## src/sv/ssrl_pkg.sv

```systemverilog
// ----------------------------------------------------------------------------
// Setpoint smoother package
// Shared payload types, status group and constants of the setpoint smoother.
// ----------------------------------------------------------------------------
package ssrl_pkg;

  localparam int unsigned HIST_DEPTH = 5;
  localparam int unsigned VAL_W = 8;
  localparam int unsigned SUM_W = 15;
  localparam int unsigned AVG_SHIFT = 7;
  localparam logic [VAL_W-1:0] VAL_MAX = 8'd255;
  localparam logic [VAL_W-1:0] STEP_RESET = 8'd50;
  localparam int unsigned WEIGHT_SHIFT [HIST_DEPTH] = '{6, 5, 4, 3, 3};

  typedef struct packed {
    logic               has_value;
    logic               parse_ok;
    logic signed [15:0] entered_value;
    logic signed [7:0]  encoder_delta;
    logic [7:0]         current_speed;
  } in_t;

  typedef struct packed {
    logic [7:0] new_speed;
    logic [7:0] target_average;
    logic       conversion_failed;
    logic       missing_input;
    logic       encoder_used;
    logic       clamped_high;
    logic       clamped_low;
  } out_t;

  typedef struct packed {
    logic conversion_failed;
    logic encoder_used;
    logic clamped_high;
    logic clamped_low;
  } status_t;

endpackage

```

## src/sv/ssrl_head.sv

```systemverilog
// ----------------------------------------------------------------------------
// Setpoint smoother head
// Forms the newest history entry from the input and keeps the sticky flags.
// ----------------------------------------------------------------------------
module ssrl_head (
  input  logic                      clk,
  input  logic                      rst,
  input  logic                      advance,
  input  ssrl_pkg::in_t             item,
  input  logic [ssrl_pkg::VAL_W-1:0] newest_old,
  output logic [ssrl_pkg::VAL_W-1:0] newest,
  output ssrl_pkg::status_t         status
);

  logic                       high_flag;
  logic                       low_flag;
  logic                       high_flag_next;
  logic                       low_flag_next;
  logic                       take;
  logic [ssrl_pkg::VAL_W-1:0] entered_clamped;
  logic [ssrl_pkg::VAL_W-1:0] base;
  logic signed [9:0]          adjusted;

  assign take = item.has_value && item.parse_ok;

  always_comb begin
    if (item.entered_value < 0) begin
      entered_clamped = '0;
    end else if (item.entered_value > 16'sd255) begin
      entered_clamped = ssrl_pkg::VAL_MAX;
    end else begin
      entered_clamped = item.entered_value[7:0];
    end
  end

  assign base = take ? entered_clamped : newest_old;
  assign adjusted = $signed({2'b00, base}) + 10'(item.encoder_delta);

  always_comb begin
    if (item.encoder_delta == '0) begin
      newest = base;
    end else if (adjusted < 0) begin
      newest = '0;
    end else if (adjusted > 10'sd255) begin
      newest = ssrl_pkg::VAL_MAX;
    end else begin
      newest = adjusted[7:0];
    end
  end

  assign high_flag_next = take ? (item.entered_value > 16'sd255) : high_flag;
  assign low_flag_next = take ? (item.entered_value < 0) : low_flag;

  always_ff @(posedge clk) begin
    if (rst) begin
      high_flag <= 1'b0;
      low_flag <= 1'b0;
    end else if (advance) begin
      high_flag <= high_flag_next;
      low_flag <= low_flag_next;
    end
  end

  assign status.conversion_failed = item.has_value && !item.parse_ok;
  assign status.encoder_used = item.encoder_delta != '0;
  assign status.clamped_high = high_flag_next;
  assign status.clamped_low = low_flag_next;

endmodule

```

## src/sv/ssrl_cell.sv

```systemverilog
// ----------------------------------------------------------------------------
// Setpoint history cell
// Holds one history entry, takes its neighbor's entry on each transfer and
// adds its weighted share to the running sum passed along the chain.
// ----------------------------------------------------------------------------
module ssrl_cell #(
  parameter int unsigned SHIFT = 3
) (
  input  logic                       clk,
  input  logic                       rst,
  input  logic                       advance,
  input  logic [ssrl_pkg::VAL_W-1:0] value_in,
  input  logic [ssrl_pkg::SUM_W-1:0] sum_in,
  output logic [ssrl_pkg::VAL_W-1:0] value,
  output logic [ssrl_pkg::SUM_W-1:0] sum_out
);

  always_ff @(posedge clk) begin
    if (rst) begin
      value <= '0;
    end else if (advance) begin
      value <= value_in;
    end
  end

  assign sum_out = sum_in + (ssrl_pkg::SUM_W'(value_in) << SHIFT);

endmodule

```

## src/sv/ssrl_ramp.sv

```systemverilog
// ----------------------------------------------------------------------------
// Ramp limiter
// Moves the present speed toward the target by at most the step limit.
// ----------------------------------------------------------------------------
module ssrl_ramp (
  input  logic [ssrl_pkg::VAL_W-1:0] target,
  input  logic [ssrl_pkg::VAL_W-1:0] current_speed,
  input  logic [ssrl_pkg::VAL_W-1:0] max_step,
  output logic [ssrl_pkg::VAL_W-1:0] new_speed
);

  logic signed [9:0] diff;
  logic signed [9:0] step;

  assign diff = $signed({2'b00, target}) - $signed({2'b00, current_speed});
  assign step = $signed({2'b00, max_step});

  always_comb begin
    if (diff <= step && diff >= -step) begin
      new_speed = target;
    end else if (diff > 0) begin
      new_speed = current_speed + max_step;
    end else begin
      new_speed = current_speed - max_step;
    end
  end

endmodule

```

## src/sv/setpoint_smoother_ramp_limiter_top.sv

```systemverilog
// ----------------------------------------------------------------------------
// Setpoint smoother with ramp limiter
// Each input transfer is one control period: a chain of five history cells
// shifts, the newest entry takes a clamped setpoint and encoder adjustment,
// a weighted average forms the target and the output speed is ramp limited.
//
// Usage:
//   Input channel in_valid/in_ready/in_data carries one period per transfer.
//   Output channel out_valid/out_ready/out_data carries one result for each
//   input transfer, in order. The result is registered: it appears in the
//   cycle after its input transfer. One transfer per cycle is sustained; the
//   only loops are the history and flag updates, done in the same cycle as
//   the transfer. While the receiver stalls, the result holds and in_ready
//   is low, so no period is taken until the waiting result is transferred.
//   cfg_we writes max_step from cfg_wdata at once; write it only when idle.
//   Reset clears the history to zero, both sticky flags, the output valid,
//   and sets max_step to 50.
// ----------------------------------------------------------------------------
module setpoint_smoother_ramp_limiter_top (
  input  logic                       clk,
  input  logic                       rst,
  input  logic                       in_valid,
  output logic                       in_ready,
  input  ssrl_pkg::in_t              in_data,
  output logic                       out_valid,
  input  logic                       out_ready,
  output ssrl_pkg::out_t             out_data,
  input  logic                       cfg_we,
  input  logic [ssrl_pkg::VAL_W-1:0] cfg_wdata
);

  logic                       advance;
  logic [ssrl_pkg::VAL_W-1:0] max_step;
  logic [ssrl_pkg::VAL_W-1:0] newest;
  logic [ssrl_pkg::VAL_W-1:0] hist [ssrl_pkg::HIST_DEPTH];
  logic [ssrl_pkg::VAL_W-1:0] feed [ssrl_pkg::HIST_DEPTH];
  logic [ssrl_pkg::SUM_W-1:0] sums [ssrl_pkg::HIST_DEPTH+1];
  logic [ssrl_pkg::VAL_W-1:0] target;
  logic [ssrl_pkg::VAL_W-1:0] speed;
  ssrl_pkg::status_t          status;
  ssrl_pkg::out_t             out_data_next;

  assign in_ready = !out_valid || out_ready;
  assign advance = in_valid && in_ready;

  always_ff @(posedge clk) begin
    if (rst) begin
      max_step <= ssrl_pkg::STEP_RESET;
    end else if (cfg_we) begin
      max_step <= cfg_wdata;
    end
  end

  ssrl_head u_head (
    .clk        (clk),
    .rst        (rst),
    .advance    (advance),
    .item       (in_data),
    .newest_old (hist[0]),
    .newest     (newest),
    .status     (status)
  );

  assign sums[0] = '0;

  for (genvar i = 0; i < ssrl_pkg::HIST_DEPTH; i++) begin : g_cell
    if (i == 0) begin : g_first
      assign feed[i] = newest;
    end else begin : g_rest
      assign feed[i] = hist[i-1];
    end
    ssrl_cell #(
      .SHIFT (ssrl_pkg::WEIGHT_SHIFT[i])
    ) u_cell (
      .clk      (clk),
      .rst      (rst),
      .advance  (advance),
      .value_in (feed[i]),
      .sum_in   (sums[i]),
      .value    (hist[i]),
      .sum_out  (sums[i+1])
    );
  end

  assign target = sums[ssrl_pkg::HIST_DEPTH][ssrl_pkg::AVG_SHIFT +: ssrl_pkg::VAL_W];

  ssrl_ramp u_ramp (
    .target        (target),
    .current_speed (in_data.current_speed),
    .max_step      (max_step),
    .new_speed     (speed)
  );

  always_comb begin
    out_data_next.new_speed = speed;
    out_data_next.target_average = target;
    out_data_next.conversion_failed = status.conversion_failed;
    out_data_next.missing_input = !in_data.has_value;
    out_data_next.encoder_used = status.encoder_used;
    out_data_next.clamped_high = status.clamped_high;
    out_data_next.clamped_low = status.clamped_low;
  end

  always_ff @(posedge clk) begin
    if (rst) begin
      out_valid <= 1'b0;
    end else if (in_ready) begin
      out_valid <= in_valid;
    end
  end

  always_ff @(posedge clk) begin
    if (advance) begin
      out_data <= out_data_next;
    end
  end

  a_accept_gives_result : assert property (@(posedge clk) disable iff (rst)
    advance |=> out_valid)
    else $error("input transfer did not produce a result");

  a_history_shifts : assert property (@(posedge clk) disable iff (rst)
    advance |=> hist[1] == $past(hist[0]) && hist[4] == $past(hist[3]))
    else $error("history did not shift on transfer");

  a_flags_exclusive : assert property (@(posedge clk) disable iff (rst)
    out_valid |-> !(out_data.clamped_high && out_data.clamped_low))
    else $error("both clamp flags set");

  a_status_exclusive : assert property (@(posedge clk) disable iff (rst)
    out_valid |-> !(out_data.missing_input && out_data.conversion_failed))
    else $error("missing input and conversion failure together");

  a_history_holds : assert property (@(posedge clk) disable iff (rst)
    !advance |=> $stable(hist[0]) && $stable(hist[4]))
    else $error("history changed without a transfer");

endmodule
```

## config.mk

```make
export PLATFORM = sky130hd
export DESIGN_NAME = setpoint_smoother_ramp_limiter_top
export DESIGN_NICKNAME = d
export VERILOG_FILES = /design/src/sv/ssrl_pkg.sv /design/src/sv/ssrl_head.sv /design/src/sv/ssrl_cell.sv /design/src/sv/ssrl_ramp.sv /design/src/sv/setpoint_smoother_ramp_limiter_top.sv
export SDC_FILE = /design/constraint.sdc
export NUM_CORES = 1
export LEC_CHECK = 0
export BUFFER_PORTS_ARGS = -buffer_cell sky130_fd_sc_hd__buf_2
export CAP_MARGIN = 20
export CORE_ASPECT_RATIO = 1.25
export CORE_MARGIN = 2
export CORE_UTILIZATION = 53
export CTS_BUF_LIST = sky130_fd_sc_hd__clkbuf_8
export CTS_CLUSTER_DIAMETER = 50
export CTS_CLUSTER_SIZE = 20
export DETAILED_ROUTE_END_ITERATION = 6
export MAX_ROUTING_LAYER = met4
export PLACE_DENSITY = 0.77
export SLEW_MARGIN = 5
export SYNTH_ARGS = -nofsm -noshare
export SYNTH_HDL_FRONTEND = slang
export SYNTH_SLANG_ARGS = --single-unit
export TNS_END_PERCENT = 10
```

## constraint.sdc

```tcl
create_clock -name clk -period 10.8 [get_ports clk]
set_input_delay 1.08 -clock clk [delete_from_list [all_inputs] [get_ports clk]]
set_output_delay 1.08 -clock clk [all_outputs]
set_load 0.01 [all_outputs]
```

==> impl_summary.md <==
Place
Buffers placed on the I/O ports in this run total 69. Once placement completed, the tool counted placed cells totaling approximately 810. Routability-driven placement finished with a final weighted congestion of 1.04. The final HPWL from detailed placement is between 10000 and 15000 um.

Clock tree
The maximum number of buffers from clock root to sink is 2. The worst-skew pair later-pin latency is 0.36 ns. The number of clock buffers added by TritonCTS is 9.

After clock tree synthesis, the clock-pin slew on the worst setup and hold paths is around 0.07 ns. The count of hold-fix buffers inserted at cts is 0. The number of levels the H-tree was split into is 3. CTS placed an instance of clkbuf_8 at the clock tree root.

The total clock sinks is 64. TritonCTS built the clock tree.

Pwr
In this run the power density over the cells is 224 nW/um^2. The total leakage power is between 2 and 3 nW. Cell internal power was estimated by the tool at about 0.82 mW. The switching share of power is 0.419. The share of total power dissipated in sequential elements is 0.224. The maximum ir drop on the vdd rail is around 0.000080 V.

The share of total power dissipated in combinational logic is 0.614. The power share of the clock group is 0.162. Summed over all nets, the switching power comes to a little under 0.6 mW.

Routing
The detail-routed net length per standard cell is between 15 and 20 um. The detail route stage leaves a number of antenna-violating nets equal to 0. The violation count after the first detailed-route iteration is 170. The via density per instance is 5.65. The iteration count of the initial detailed-routing pass is 4.

The final route contains approximately 4700 vias. The final layout contains routed wiring with a total length of between 10000 and 15000 um. After detailed routing, the number of remaining DRC violations is 0.

Critical path
The capturing element type of the critical path is a register. The highest-delay cell along the critical path is or4_4. The maximum fanout along the worst path is 8. STA classifies the critical path startpoint as an input port. The critical path start-end classification is in2reg. For flop-to-flop paths, the worst setup slack is between 1.5 and 2 ns. The delay contributed by the slowest stage of the critical path is around 0.54 ns. Data on the critical path arrives at its endpoint at ~11 ns.

STA puts the critical path data required time at approximately 11 ns.

Floorplan
The floorplan step defined a core boundary enclosing 9660 um^2. For this configuration, the core starts out at a cell density of 0.547. The total die area is ~11000 um^2. The total number of placement rows is 40. The I/O pin total is 70. Measured along the y axis, the die boundary spans about 120 um. The width of the chip is ~93 um.

STA
The transition time at the pin with the least slew margin is slightly above 1 ns. The final-report hold violation count is 0. The worst pin sits at a relative slew slack of 0.309.

Clock skew on the completed layout was measured at 0.0130 ns. The number of failing setup endpoints in the final timing report is 0. The period utilization is 0.966. For this run, the top clock speed supported by timing is ~96 MHz. The final critical-path required period is roughly 10 ns. The worst hold slack after final layout is 0.462 ns. The count of pins over their slew limit is 0.

Global route
The global-route total usage across every layer is 0.258. The number of global-route vias before repair was 4672. The initial antenna violation count was 0.

Entering global routing, the biggest net connects slightly below 60 pins. Summed over all layers, the global routing overflow is 0. The first global-routing pass estimated 21100 um of wire.

Cells and area
The net total in the final layout is between 800 and 900. The final non-filler cell total is roughly 830. In the final layout, the share of cells above drive strength 1 is 0.225. Compared with the post-synthesis result, the final layout area differs by 18.9%. The number of antenna cells inserted is 0.

Yosys
Yosys mapped the design onto 64 distinct sky130hd cell types. The async set-or-reset flop fraction in the synthesized netlist is 0. Of the total synthesized cell area, the portion taken by full adders, half adders and majority gates is 0.221. The count of warnings emitted by yosys is 0.

The area share of and/or/nand/nor cells after synthesis is 0.160. The post-synth design cell area is 5290 um^2. The share of the synthesized area in compound gates (AO/OA/AOI/OAI) came to 0.198. The net count after synthesis is about 740.

Measured against the total synthesized area, the mux share comes to 0.0177. The share of the synthesized netlist area taken by xor and xnor gates is 0.0580. By area, the combinational part of the netlist is dominated by adder cells.

The post-synthesis area per instance is between 8 and 9 um^2. After synthesis the netlist holds a flip-flop and latch count of 64. The post-synthesis cell count is 610.

The share of synthesized area occupied by flip-flops and latches is 0.282. For this run, the leading register cell type out of synthesis is dfxtp_1. In this run, synthesis inferred 21 flip-flops with an integrated enable.

Run status
The run finished with clean final reports.

Hold path
The worst hold-check path type is reg2reg.

Run
The tool flagged a number of max-cap violations equal to 0.
-- metal layers --
layer	GRT usage	vias up	wire length [um]	part of all wire
li1	-	2325	-	-
met1	0.263	2186	4960	0.38
met2	0.459	147	6840	0.52
met3	0.0416	57	581	0.044
met4	0.166	0	749	0.057
met5	-	-	0	0
-- through the flow --
stage	util	setup slack [ns]	power (mW)	setup TNS [ns]	area, um^2
floorplan	-	0.281	0.872	0	5290
global placement	0.607	0.114	1.08	0	5860
detailed placement	0.607	-0.209	1.10	-0.344	5860
CTS	0.629	0.123	1.33	0	6080
global route	0.651	-0.120	1.52	-0.155	6290
finish	0.651	0.366	1.41	0	6290
-- final cells by class --
cell class	instances	area, um^2
multi-input combinational	459	3580
fill	784	3370
sequential	64	1490
timing repair buffer	100	579
inverter	69	259
tap	126	158
clock buffer	9	124
clock inverter	7	95.1
-- what timing repair did --
action | 4_1_cts | 5_1_grt
endpoints found under the setup margin | 0 | 6
gates resized for setup | 0 | 31
setup buffers | 0 | 11
hold endpoints to repair | 0 | 0
-- registers in the layout, summed over array words and instances (netlist names) --
signal / flops
g_cell.u_cell.value: 32
out_valid: 1
u_head.high_flag: 1
u_head.low_flag: 1
out_data: 21
max_step: 8
-- critical path: cells and delay by family --
kind	cells	cell delay, ns
buf+inv	5	0.67
xor+xnor	3	0.51
mux	1	0.26
compound gates	19	2.82
simple gates	8	2.08
fa+ha+maj	8	3.13
-- Yosys cell counts, drive strengths merged (3+ instances only) --
master	count	share of area
nor4	4	0.0076
nand2b	8	0.0095
xor2	11	0.018
a31oi	3	0.0035
or2	5	0.0059
o31ai	4	0.0083
or4	4	0.0071
nand2	72	0.052
a211o	3	0.0050
dfxtp	43	0.16
nor2	41	0.029
edfxtp	21	0.12
o211ai	7	0.0099
o21a	4	0.0057
mux2	3	0.0064
a211oi	13	0.019
nand4	4	0.0047
fa	24	0.091
inv	69	0.049
xnor2	24	0.040
nor2b	9	0.011
ha	55	0.13
o21bai	3	0.0043
mux2i	6	0.011
a21oi	66	0.067
clkbuf	11	0.0078
and3	3	0.0035
a21o	9	0.013
o22ai	7	0.0083
buf	7	0.0059
nor3	14	0.013
o21ai	21	0.020
-- cell families (layout without fill, tap and decap cells) --
logic type | after synthesis | after routing
adders and majority gates | 79 | 79
DFF | 64 | 64
AOI/OAI and AO/OA | 160 | 160
buffers and inverters | 87 | 185
and+or+nand+nor | 176 | 176
muxes | 9 | 9
xor gates and xnor gates | 35 | 35
-- power groups by stage --
stage / clock network (mW) / registers, mW / logic (mW)
finish: 0.228 / 0.316 / 0.866
floorplan: 0 / 0.333 / 0.539
global placement: 0 / 0.321 / 0.755
global route: 0.242 / 0.319 / 0.957
CTS: 0.232 / 0.316 / 0.786
detailed placement: 0 / 0.321 / 0.781
-- cells in the final DEF, fill, tap and decap left out, types with 11 or more instances in the layout --
master,Yosys,layout
fa_1,24,22
nand2_1,70,70
o21ai_0,20,16
buf_2,4,70
nor2_1,41,39
nor3_1,14,14
dfxtp_1,43,43
a21oi_1,62,55
a211oi_1,12,11
ha_1,55,51
xnor2_1,24,22
inv_1,68,67
edfxtp_1,21,21
xor2_1,11,11
buf_4,0,29
-- path summary, 6_finish.rpt --
| check | from | to | depth (start not counted) |
|---|---|---|---|
| setup / recovery | in_data[26] | out_data[19] | 44 |
| hold / removal | g_cell[3].u_cell.value[0] | g_cell[3].u_cell.value[0] | 2 |
| setup reg to reg | g_cell[0].u_cell.value[0] | out_data[19] | 39 |
| hold reg to reg | g_cell[3].u_cell.value[0] | g_cell[3].u_cell.value[0] | 2 |
Note: power is estimated with default switching activity, not from simulation.
